## config.mk

```make
export PLATFORM = sky130hd
export DESIGN_NAME = tkeo_hysteresis_disturbance_detector_top_flat
export DESIGN_NICKNAME = d
export VERILOG_FILES = /design/src/rtl/core/tkeo_pkg.sv /design/src/rtl/core/tkeo_if.sv /design/src/rtl/core/tkeo_hysteresis_disturbance_detector_top.sv /design/src/flat_wrapper.sv
export SDC_FILE = /design/constraint.sdc
export NUM_CORES = 2
export LEC_CHECK = 0
export BUFFER_PORTS_ARGS = -buffer_cell sky130_fd_sc_hd__buf_4
export CELL_PAD_IN_SITES_DETAIL_PLACEMENT = 1
export CELL_PAD_IN_SITES_GLOBAL_PLACEMENT = 2
export CORE_AREA = 8 8 332 205
export CTS_BUF_LIST = sky130_fd_sc_hd__clkbuf_8
export DETAILED_ROUTE_END_ITERATION = 7
export DIE_AREA = 0 0 340 213
export PLACE_DENSITY_LB_ADDON = 0.1
export SYNTH_ARGS = -nofsm -noshare
export SYNTH_HDL_FRONTEND = slang
export SYNTH_SLANG_ARGS = --single-unit
```

## constraint.sdc

```tcl
create_clock -name clock -period 23.9 [get_ports clock]
set_input_delay 4.78 -clock clock [delete_from_list [all_inputs] [get_ports clock]]
set_output_delay 4.78 -clock clock [all_outputs]
set_load 0.03 [all_outputs]
```

## src/rtl/core/tkeo_pkg.sv

```systemverilog
`default_nettype none
// ----------------------------------------------------------------------------
// tkeo_pkg
// Shared constants and types for the Teager-Kaiser energy disturbance
// detector: field widths, register indexes, register reset values and the
// detector state encoding.
// ----------------------------------------------------------------------------
package tkeo_pkg;

   // Sample width default and fixed field widths
   localparam int SAMPLE_WIDTH_DEFAULT = 16;
   localparam int ENERGY_W             = 33;
   localparam int MAG_REG_W            = 16;
   localparam int QRUN_W               = 16;
   localparam int CSR_DATA_W           = 33;
   localparam int CSR_IDX_W            = 3;

   // Register indexes on the csr port
   typedef enum logic [CSR_IDX_W-1:0] {
      REG_ENERGY_HIGH     = 3'd0,
      REG_ENERGY_LOW      = 3'd1,
      REG_ONSET_MAGNITUDE = 3'd2,
      REG_QUIET_MAGNITUDE = 3'd3,
      REG_QUIET_DEBOUNCE  = 3'd4
   } csr_index_type;

   // Register reset values
   localparam logic signed [ENERGY_W-1:0] ENERGY_HIGH_RST     = 33'sd4096;
   localparam logic signed [ENERGY_W-1:0] ENERGY_LOW_RST      = 33'sd1024;
   localparam logic [MAG_REG_W-1:0]       ONSET_MAGNITUDE_RST = 16'd800;
   localparam logic [MAG_REG_W-1:0]       QUIET_MAGNITUDE_RST = 16'd400;
   localparam logic [QRUN_W-1:0]          QUIET_DEBOUNCE_RST  = 16'd10;

   // Schmitt detector states, one-hot
   typedef enum logic [1:0] {
      DET_IDLE      = 2'b01,
      DET_DISTURBED = 2'b10
   } det_state_type;

endpackage : tkeo_pkg
`default_nettype wire

```

## src/rtl/core/tkeo_if.sv

```systemverilog
`default_nettype none
// ----------------------------------------------------------------------------
// tkeo_if
// Valid/ready channels of the detector: the sample request channel and the
// energy/state response channel.
// ----------------------------------------------------------------------------
interface tkeo_req_if #(
   parameter int SAMPLE_WIDTH = tkeo_pkg::SAMPLE_WIDTH_DEFAULT
);
   logic                    valid;
   logic                    ready;
   logic [SAMPLE_WIDTH-1:0] magnitude;
   logic                    restart;

   modport source (output valid, output magnitude, output restart, input ready);
   modport sink   (input valid, input magnitude, input restart, output ready);
endinterface : tkeo_req_if

interface tkeo_rsp_if;
   logic                                  valid;
   logic                                  ready;
   logic signed [tkeo_pkg::ENERGY_W-1:0]  energy;
   logic                                  energy_valid;
   logic                                  disturbed;

   modport source (output valid, output energy, output energy_valid, output disturbed,
                   input ready);
   modport sink   (input valid, input energy, input energy_valid, input disturbed,
                   output ready);
endinterface : tkeo_rsp_if
`default_nettype wire

```

## src/rtl/core/tkeo_hysteresis_disturbance_detector_top.sv

```systemverilog
`default_nettype none
// A word accepted on the sample channel is held in the window register, then
// in the result register, which offers it on the response channel. One word
// per cycle is taken while the response channel does not stall; the multiply,
// compare and detector update between the two stages are combinational.
// Reset (synchronous, active high) empties the window, sets the detector idle
// and loads the register defaults 4096, 1024, 800, 400 and 10.
// ----------------------------------------------------------------------------
// tkeo_hysteresis_disturbance_detector_top
// Three-sample Teager-Kaiser energy x1*x1 - x0*x2 with a two-state Schmitt
// disturbance detector and a saturating quiet-run debounce.
// ----------------------------------------------------------------------------
module tkeo_hysteresis_disturbance_detector_top #(
   parameter int SAMPLE_WIDTH = tkeo_pkg::SAMPLE_WIDTH_DEFAULT
) (
   input  wire logic                                clock,
   input  wire logic                                reset,
   tkeo_req_if.sink                                 req_ch,
   tkeo_rsp_if.source                               rsp_ch,
   input  wire logic                                csr_wr_en,
   input  wire logic [tkeo_pkg::CSR_IDX_W-1:0]      csr_index,
   input  wire logic [tkeo_pkg::CSR_DATA_W-1:0]     csr_wr_data
);
   import tkeo_pkg::*;

   localparam int PROD_W = (2 * SAMPLE_WIDTH > ENERGY_W) ? 2 * SAMPLE_WIDTH : ENERGY_W;
   localparam int CMP_W  = (SAMPLE_WIDTH > MAG_REG_W) ? SAMPLE_WIDTH : MAG_REG_W;

   // Configuration registers
   logic signed [ENERGY_W-1:0] energy_high_ff;
   logic signed [ENERGY_W-1:0] energy_low_ff;
   logic [MAG_REG_W-1:0]       onset_mag_ff;
   logic [MAG_REG_W-1:0]       quiet_mag_ff;
   logic [QRUN_W-1:0]          quiet_db_ff;

   // Window stage
   logic [SAMPLE_WIDTH-1:0]    win_ff [3];
   logic [1:0]                 fill_count_ff;
   logic                       s1_valid_ff;
   logic                       s1_restart_ff;
   logic                       s1_full_ff;

   // Detector and result stage
   det_state_type              det_ff, det_in;
   logic [QRUN_W-1:0]          qrun_ff, qrun_in;
   logic                       rsp_valid_ff;
   logic signed [ENERGY_W-1:0] rsp_energy_ff;
   logic                       rsp_energy_valid_ff;
   logic                       rsp_disturbed_ff;

   logic                       req_fire;
   logic                       advance;

   logic [2*SAMPLE_WIDTH-1:0]  sq_term;
   logic [2*SAMPLE_WIDTH-1:0]  cross_term;
   logic [PROD_W-1:0]          diff;
   logic signed [ENERGY_W-1:0] energy;
   logic [CMP_W-1:0]           mag_ext;
   logic                       loud;
   logic                       quiet;
   logic                       trigger;
   logic [QRUN_W-1:0]          qrun_step;

   // Handshake: stage 1 moves on when the result register is free or draining
   assign advance      = s1_valid_ff && (!rsp_valid_ff || rsp_ch.ready);
   assign req_ch.ready = !s1_valid_ff || advance;
   assign req_fire     = req_ch.valid && req_ch.ready;

   // Configuration writes; unknown indexes are dropped
   always_ff @(posedge clock) begin
      if (reset) begin
         energy_high_ff <= ENERGY_HIGH_RST;
         energy_low_ff  <= ENERGY_LOW_RST;
         onset_mag_ff   <= ONSET_MAGNITUDE_RST;
         quiet_mag_ff   <= QUIET_MAGNITUDE_RST;
         quiet_db_ff    <= QUIET_DEBOUNCE_RST;
      end else if (csr_wr_en) begin
         case (csr_index)
            REG_ENERGY_HIGH:     energy_high_ff <= $signed(csr_wr_data[ENERGY_W-1:0]);
            REG_ENERGY_LOW:      energy_low_ff  <= $signed(csr_wr_data[ENERGY_W-1:0]);
            REG_ONSET_MAGNITUDE: onset_mag_ff   <= csr_wr_data[MAG_REG_W-1:0];
            REG_QUIET_MAGNITUDE: quiet_mag_ff   <= csr_wr_data[MAG_REG_W-1:0];
            REG_QUIET_DEBOUNCE:  quiet_db_ff    <= csr_wr_data[QRUN_W-1:0];
            default: ;
         endcase
      end
   end

   // Window fill and shift on each accepted word
   always_ff @(posedge clock) begin
      if (reset) begin
         s1_valid_ff   <= 1'b0;
         fill_count_ff <= 2'd0;
      end else begin
         s1_valid_ff <= req_fire || (s1_valid_ff && !advance);
         if (req_fire) begin
            s1_restart_ff <= req_ch.restart;
            if (req_ch.restart) begin
               fill_count_ff <= 2'd0;
               s1_full_ff    <= 1'b0;
            end else if (fill_count_ff != 2'd3) begin
               case (fill_count_ff)
                  2'd0:    win_ff[0] <= req_ch.magnitude;
                  2'd1:    win_ff[1] <= req_ch.magnitude;
                  default: win_ff[2] <= req_ch.magnitude;
               endcase
               fill_count_ff <= fill_count_ff + 2'd1;
               s1_full_ff    <= (fill_count_ff == 2'd2);
            end else begin
               win_ff[0]  <= win_ff[1];
               win_ff[1]  <= win_ff[2];
               win_ff[2]  <= req_ch.magnitude;
               s1_full_ff <= 1'b1;
            end
         end
      end
   end

   // Energy: products wrap into 33 bits as two's complement
   always_comb begin
      sq_term    = win_ff[1] * win_ff[1];
      cross_term = win_ff[0] * win_ff[2];
      diff       = PROD_W'(sq_term) - PROD_W'(cross_term);
      energy     = $signed(diff[ENERGY_W-1:0]);
   end

   // Loud/quiet classification; the newest sample is the magnitude
   always_comb begin
      mag_ext = CMP_W'(win_ff[2]);
      trigger = (energy > energy_high_ff) || (mag_ext > CMP_W'(onset_mag_ff));
      loud    = (energy > energy_high_ff) || (mag_ext >= CMP_W'(quiet_mag_ff));
      quiet   = (energy < energy_low_ff) && (mag_ext < CMP_W'(quiet_mag_ff));
   end

   // Schmitt detector with saturating quiet-run debounce
   always_comb begin
      det_in    = det_ff;
      qrun_in   = qrun_ff;
      qrun_step = (qrun_ff < quiet_db_ff) ? qrun_ff + 1'b1 : qrun_ff;
      if (s1_restart_ff) begin
         det_in  = DET_IDLE;
         qrun_in = '0;
      end else if (s1_full_ff) begin
         case (det_ff)
            DET_IDLE: begin
               if (trigger) begin
                  det_in  = DET_DISTURBED;
                  qrun_in = '0;
               end
            end
            DET_DISTURBED: begin
               if (qrun_ff != '0) begin
                  if (loud) begin
                     qrun_in = '0;
                  end else if (quiet) begin
                     if (qrun_step >= quiet_db_ff) begin
                        det_in  = DET_IDLE;
                        qrun_in = '0;
                     end else begin
                        qrun_in = qrun_step;
                     end
                  end
               end else begin
                  qrun_in = quiet ? QRUN_W'(1) : '0;
               end
            end
            default: begin
               det_in  = DET_IDLE;
               qrun_in = '0;
            end
         endcase
      end
   end

   // Detector state and result register
   always_ff @(posedge clock) begin
      if (reset) begin
         det_ff       <= DET_IDLE;
         qrun_ff      <= '0;
         rsp_valid_ff <= 1'b0;
      end else begin
         rsp_valid_ff <= advance || (rsp_valid_ff && !rsp_ch.ready);
         if (advance) begin
            det_ff              <= det_in;
            qrun_ff             <= qrun_in;
            rsp_energy_ff       <= s1_full_ff && !s1_restart_ff ? energy : '0;
            rsp_energy_valid_ff <= s1_full_ff && !s1_restart_ff;
            rsp_disturbed_ff    <= (det_in == DET_DISTURBED);
         end
      end
   end

   assign rsp_ch.valid        = rsp_valid_ff;
   assign rsp_ch.energy       = rsp_energy_ff;
   assign rsp_ch.energy_valid = rsp_energy_valid_ff;
   assign rsp_ch.disturbed    = rsp_disturbed_ff;

`ifndef SYNTH
   // Energy reads zero until the window is full
   a_energy_zero: assert property (@(posedge clock) disable iff (reset)
      rsp_valid_ff && !rsp_energy_valid_ff |-> rsp_energy_ff == '0)
      else $error("energy not zero while window filling");

   // A quiet run only exists in the disturbed state
   a_qrun_state: assert property (@(posedge clock) disable iff (reset)
      qrun_ff != '0 |-> det_ff == DET_DISTURBED)
      else $error("quiet run counting while idle");

   // A restart word empties the window
   a_restart_fill: assert property (@(posedge clock) disable iff (reset)
      req_fire && req_ch.restart |=> fill_count_ff == 2'd0)
      else $error("window not cleared by restart");

   // A stalled window-stage word is held, not lost
   a_s1_hold: assert property (@(posedge clock) disable iff (reset)
      s1_valid_ff && !advance |=> s1_valid_ff)
      else $error("window-stage word dropped");
`endif

endmodule : tkeo_hysteresis_disturbance_detector_top
`default_nettype wire

```

## src/flat_wrapper.sv

```systemverilog
// flat-port wrapper written by rule: the top's interface ports become plain ports
module tkeo_hysteresis_disturbance_detector_top_flat import tkeo_pkg::*;
#(
   parameter int SAMPLE_WIDTH = tkeo_pkg::SAMPLE_WIDTH_DEFAULT
)
  (clock, reset, csr_wr_en, csr_index, csr_wr_data, req_ch_valid, req_ch_magnitude, req_ch_restart, req_ch_ready, rsp_ch_valid, rsp_ch_energy, rsp_ch_energy_valid, rsp_ch_disturbed, rsp_ch_ready);
  tkeo_req_if #(.SAMPLE_WIDTH(SAMPLE_WIDTH)) req_ch_i ();
  tkeo_rsp_if rsp_ch_i ();
  input  wire logic clock;
  input  wire logic reset;
  input  wire logic csr_wr_en;
  input  wire logic [tkeo_pkg::CSR_IDX_W-1:0] csr_index;
  input  wire logic [tkeo_pkg::CSR_DATA_W-1:0] csr_wr_data;
  input wire logic [$bits(req_ch_i.valid)-1:0] req_ch_valid;
  input wire logic [$bits(req_ch_i.magnitude)-1:0] req_ch_magnitude;
  input wire logic [$bits(req_ch_i.restart)-1:0] req_ch_restart;
  output wire logic [$bits(req_ch_i.ready)-1:0] req_ch_ready;
  output wire logic [$bits(rsp_ch_i.valid)-1:0] rsp_ch_valid;
  output wire logic [$bits(rsp_ch_i.energy)-1:0] rsp_ch_energy;
  output wire logic [$bits(rsp_ch_i.energy_valid)-1:0] rsp_ch_energy_valid;
  output wire logic [$bits(rsp_ch_i.disturbed)-1:0] rsp_ch_disturbed;
  input wire logic [$bits(rsp_ch_i.ready)-1:0] rsp_ch_ready;
  assign req_ch_i.valid = req_ch_valid;
  assign req_ch_i.magnitude = req_ch_magnitude;
  assign req_ch_i.restart = req_ch_restart;
  assign req_ch_ready = req_ch_i.ready;
  assign rsp_ch_valid = rsp_ch_i.valid;
  assign rsp_ch_energy = rsp_ch_i.energy;
  assign rsp_ch_energy_valid = rsp_ch_i.energy_valid;
  assign rsp_ch_disturbed = rsp_ch_i.disturbed;
  assign rsp_ch_i.ready = rsp_ch_ready;
  tkeo_hysteresis_disturbance_detector_top #(.SAMPLE_WIDTH(SAMPLE_WIDTH)) u_core (.clock(clock), .reset(reset), .req_ch(req_ch_i), .rsp_ch(rsp_ch_i), .csr_wr_en(csr_wr_en), .csr_index(csr_index), .csr_wr_data(csr_wr_data));
endmodule
```

# Yosys cells after proc, flatten, opt, wreduce, memory -nomap -nowiden
# Memories as Yosys holds them, arrays and structs flattened.
# Cells that the tools add are included.
# W data, S select, Z words.
[totals] register_bits=173 out_inout_bits=37 wordCells=123 input_bits=58 n_memories=1 ramBits=48
[mem_list] name="u_core.win_ff" depth=3 word_bits=16 rd=3 rd_ports_with_merged_regs=0 write_ports=3 line="tkeo_hysteresis_disturbance_detector_top.sv:37" rtl="logic [SAMPLE_WIDTH-1:0] win_ff [3];"
[op_classes] bitwise=4 multipliers=2 mux=47 reduce_logical=32 addsub=3 eq_ne=12 magnitude_cmp=7
[op_table] op="$mux W16" n=11
[op_table] op="$mul A16 B16 Y32" n=2
[op_table] op="$gt A33 B33 Y1" n=1
[op_table] op="$lt A33 B33 Y1" n=1
[op_table] op="$sub A32 B32 Y33" n=1
[op_table] op="$ge A16 B16 Y1" n=2
[op_table] op="$lt A16 B16 Y1" n=2
[op_table] op="$pmux W16 S2" n=1
[op_table] op="$mux W1" n=25
[op_table] op="$mux W2" n=9
[op_table] op="$add A16 B1 Y16 const B" n=1
[op_table] op="$gt A16 B16 Y1" n=1
[op_table] op="$reduce_and A2 Y1" n=8
[op_table] op="$reduce_bool A16 Y1" n=1
[op_table] op="$eq A2 B2 Y1 const B" n=3
[op_table] op="$eq A3 B2 Y1 const B" n=2
[op_table] op="$logic_and A1 B1 Y1" n=6
[op_table] op="$logic_or A1 B1 Y1" n=6
[op_table] op="$logic_not A1 Y1" n=5
[op_table] op="$ne A5 B2 Y1 const B" n=1
[op_table] op="$eq A2 B1 Y1 const B" n=2
[op_table] op="$pmux W2 S2" n=1
[op_table] op="$reduce_and A4 Y1" n=1
[op_table] op="$reduce_bool A2 Y1" n=2
[op_table] op="other kinds (10)" n=12

# Longest topological paths before layout
# An unclocked memory read counts as a cell.
[logic_depth] ltp_word=12 depth_mapped=39 mapped_depth_nobuf=37

# Worst setup path after synthesis
# No wires, ideal clock.
[synth_timing] path_kind="input to output" from="input port rsp_ch_ready" to="output port req_ch_ready" cell_stages=2 path_buffers=0 slack_ps=13921 arrival_ps=5199 path_cell_list="nor2b_1 nand2_1"
[synth_via] elab_chain_len=3
[synth_lines] element="start, declared" line="flat_wrapper.sv:22" rtl="input wire logic [$bits(rsp_ch_i.ready)-1:0] rsp_ch_ready;"
[synth_lines] element="$logic_or A1 B1 Y1" line="tkeo_hysteresis_disturbance_detector_top.sv:65" rtl="assign advance = s1_valid_ff && (!rsp_valid_ff || rsp_ch.ready);"
[synth_lines] element="$logic_and A1 B1 Y1" line="tkeo_hysteresis_disturbance_detector_top.sv:65"
[synth_lines] element="$logic_or A1 B1 Y1" line="tkeo_hysteresis_disturbance_detector_top.sv:66" rtl="assign req_ch.ready = !s1_valid_ff || advance;"
[synth_lines] element="end, declared" line="flat_wrapper.sv:17" rtl="output wire logic [$bits(req_ch_i.ready)-1:0] req_ch_ready;"
# No other way between the ends.

==> out/metrics.csv <==
stage;metric;value;unit
status;result of the run;completed;
critical_path;Critical Path Fanout Max;11;
worst_hold_path;min-delay worst type;register to register;
timing;final setup TNS;0;ns
job;# Max-Cap Violations;0;
clock_tree;postcts setup bufs;0;
yosys;synthesized area;28080;um^2
critical_path;crit path launch;u_core.win_ff[0][23]$_DFFE_PP_;
global_routing;initial antenna violation count;1;
yosys;mux cell area share after synthesis;0.1827;%
die;DIE AREA;72420;um^2
global_routing;first-pass GRT wire length;149800;um
global_routing;largest net degree at the start of global routing;83;
yosys;top cell type by total area after synthesis;fa_1;
global_routing;gr usage total;27.19;%
timing;clk_skew;0.03616;ns
die;Starting Density;44.35;%
worst_hold_path;Hold Path Depth;2;
yosys;Cell variety after synth;71;
die;cell row count;72;
detailed_routing;DRC errors left;0;
timing;WHS;0.4565;ns
global_routing;grt ovf;0;
critical_path;Critical Path RT;24.37;ns
clock_tree;CTS root buf;clkbuf_8;
die;Die Y;213;um
placed_design;GP Congestion;0.9212;
placed_design;hpwl dp;79430;um
detailed_routing;First DRT Iteration DRCs;1385;
layout;register area;5275;um^2
yosys;Yosys reg bits;221;
yosys;largest family of logic cells by synthesized area;adder cells;
yosys;complex-gate fraction of the synthesized area;7.796;%
critical_path;FF-to-FF path depth;34;
timing;final setup vio count;0;
critical_path;most used cell along the critical path;fa_1;
clock_tree;clock sink total;221;
timing;Tcrit/Tclk final;49.45;%
clock_tree;Longest Clk Path Bufs;3;
layout;Area Growth Syn to Fin;8.358;%
timing;min cycle time layout;11.82;ns
yosys;dominant synthesized flop cell;dfxtp_1;
yosys;Post-synth EDFFs;85;
clock_tree;H-tree Lvls;2;
clock_tree;clock latency at the later pin of the worst-skew pair;0.61;ns
placed_design;Post-DP Area;29640;um^2
clock_tree;clock slew at reported path FFs;0.08;ns
timing;worst-margin pin slew;1.335;ns
critical_path;worst reg2reg startpoint;u_core.win_ff[0][23]$_DFFE_PP_;
yosys;Post-Synthesis Cells;3141;
timing;f_max;84.61;MHz
critical_path;CP arrival;12.29;ns
die;Die X;340;um
layout;footprint of the multi-input gates;19800;um^2
critical_path;crit start category;register;
timing;Final Max Tran Viols;0;
layout;Nets;4014;
critical_path;Crit path largest cell delay;1.01;ns
critical_path;Slowest-stage cell, CP;a221oi_1;
yosys;post-synthesis xor/xnor area fraction;1.528;%
yosys;post-synthesis sequential area ratio;18.78;%
yosys;adder-cell share of the synthesized area;45.32;%
layout;fin util;48.05;%
layout;most frequent cells in the layout;711 x inv_1, 523 x nand2_1, 427 x fa_1;
die;Core Region;63330;um^2
yosys;ranking of synthesized cells by area;fa_1 30%, ha_1 15%, dfxtp_1 9.7%;
layout;Filler Cell Count;7365;
timing;RSZ-0062 raised after global routing;no;
yosys;share of the synthesized area in the top cell type;30.44;%
clock_tree;Resized Gates After CTS;0;
worst_hold_path;Hold EP;u_core.energy_high_ff[19]$_SDFFE_PP0P_;
detailed_routing;Final ANT Viol Nets;0;
yosys;Syn Nets;3960;
layout;most common cell after layout, fill and taps aside;inv_1;
critical_path;critical path type;register to register;
die;# IOs;95;
global_routing;vias in the first global route;23840;
worst_hold_path;hold path start;u_core.energy_high_ff[19]$_SDFFE_PP0P_;
layout;Design Area, Final;30430;um^2
timing;normalized max-slew margin;11.03;%
detailed_routing;First-pass DRT Iterations;6;
clock_tree;# hold bufs at CTS;0;
yosys;Avg Inst Size Synth;8.941;um^2
yosys;Synth Warn #;0;
timing;final hold vios;0;
detailed_routing;mean routed wirelength per cell;23.88;um
clock_tree;CTS buffer count;40;
yosys;Simple-Gate Fraction of Synth Area;15.65;%
critical_path;RR Endpoint;u_core.qrun_ff[9]$_SDFFE_PP0P_;
placed_design;Port Buf Inserts;94;
critical_path;Crit. End Element;register;
detailed_routing;Routed WL;97340;um
critical_path;Reg2Reg Setup Slack;12.08;ns
layout;share of layout cells above drive strength 1;5.769;%
detailed_routing;via count;21860;
detailed_routing;DR vias/cell;5.363;
yosys;Async SR Flop Fraction;0;%
clock_tree;CTS tree;done;
[routing by layer]
layer | up-vias | track usage [%] | part of all wire, %
li1 | 9847 | - | -
met2 | 668 | 37.96 | 39
met4 | 0 | 4.317 | 1.6
met3 | 86 | 8.013 | 9.0
met5 | - | 0 | 0
met1 | 11260 | 41.72 | 50
[cells by family after synthesis]
family / Yosys count
AND/OR/NAND/NOR: 946
buffers and inverters: 803
adder cells (fa/ha/maj): 761
AO/OA/AOI/OAI: 356
flip-flops: 221
XOR/XNOR: 49
multiplexers: 5
[registers in the layout, summed over array words and instances, names as in the netlist, 16 cells and up]
name and flops:
u_core.onset_mag_ff 16, u_core.quiet_db_ff 16, u_core.win_ff 48, u_core.energy_high_ff 33, u_core.qrun_ff 16, u_core.energy_low_ff 33, u_core.quiet_mag_ff 16, u_core.rsp_ch.energy 33
[cell usage after synthesis, types with 15 or more instances]
cell,n
nor2_1,75
a21oi_1,169
and2_1,189
nand2_1,523
o21ai_0,49
o211ai_1,18
inv_1,695
nand3_1,35
ha_1,334
edfxtp_1,85
a21o_1,38
nor3_1,25
fa_1,427
dfxtp_1,136
nand4_1,25
nand2b_1,15
clkbuf_1,100
xor2_1,22
xnor2_1,27
[metrics by stage]
step           setup slack (ns)  cells
2_1_floorplan             13.92   3141
3_5_place_dp              12.44   4004
5_1_grt                   11.75   4075
4_1_cts                   12.40   4075
6_report                  12.08   4076
3_3_place_gp              12.77   4004
[area by class of cell]
type | instances | area share (%)
diodes | 1 | 0.008223
clock buffers | 43 | 1.945
clock inverters | 28 | 0.6578
inverters | 698 | 8.609
multi-input cells | 2117 | 65.06
flip-flops and latches | 221 | 17.33
well taps | 851 | 3.499
repair buffers | 117 | 2.886
[critical path, delay by kind of cell (launching register included)]
family | cells | cell delay, ns
adder cells (fa/ha/maj) | 10 | 4.84
AO/OA/AOI/OAI | 9 | 2.63
AND/OR/NAND/NOR | 9 | 2.48
buffers and inverters | 5 | 0.77
flip-flops | 1 | 0.75
multiplexers | 1 | 0.20
[worst max-delay path by stage]
stage	cells after the start	end	slack [ns]
CTS	34	u_core.qrun_ff[9]$_SDFFE_PP0P_	12.40
global route	31	u_core.qrun_ff[12]$_SDFFE_PP0P_	11.75
finish	34	u_core.qrun_ff[9]$_SDFFE_PP0P_	12.08
global placement	34	u_core.qrun_ff[14]$_SDFFE_PP0P_	12.77
floorplan	2	req_ch_ready	13.92
detailed placement	34	u_core.qrun_ff[12]$_SDFFE_PP0P_	12.44
Power is not shown: default switching activity piles up to over one toggle a cycle in this logic, so the estimate is an artifact.
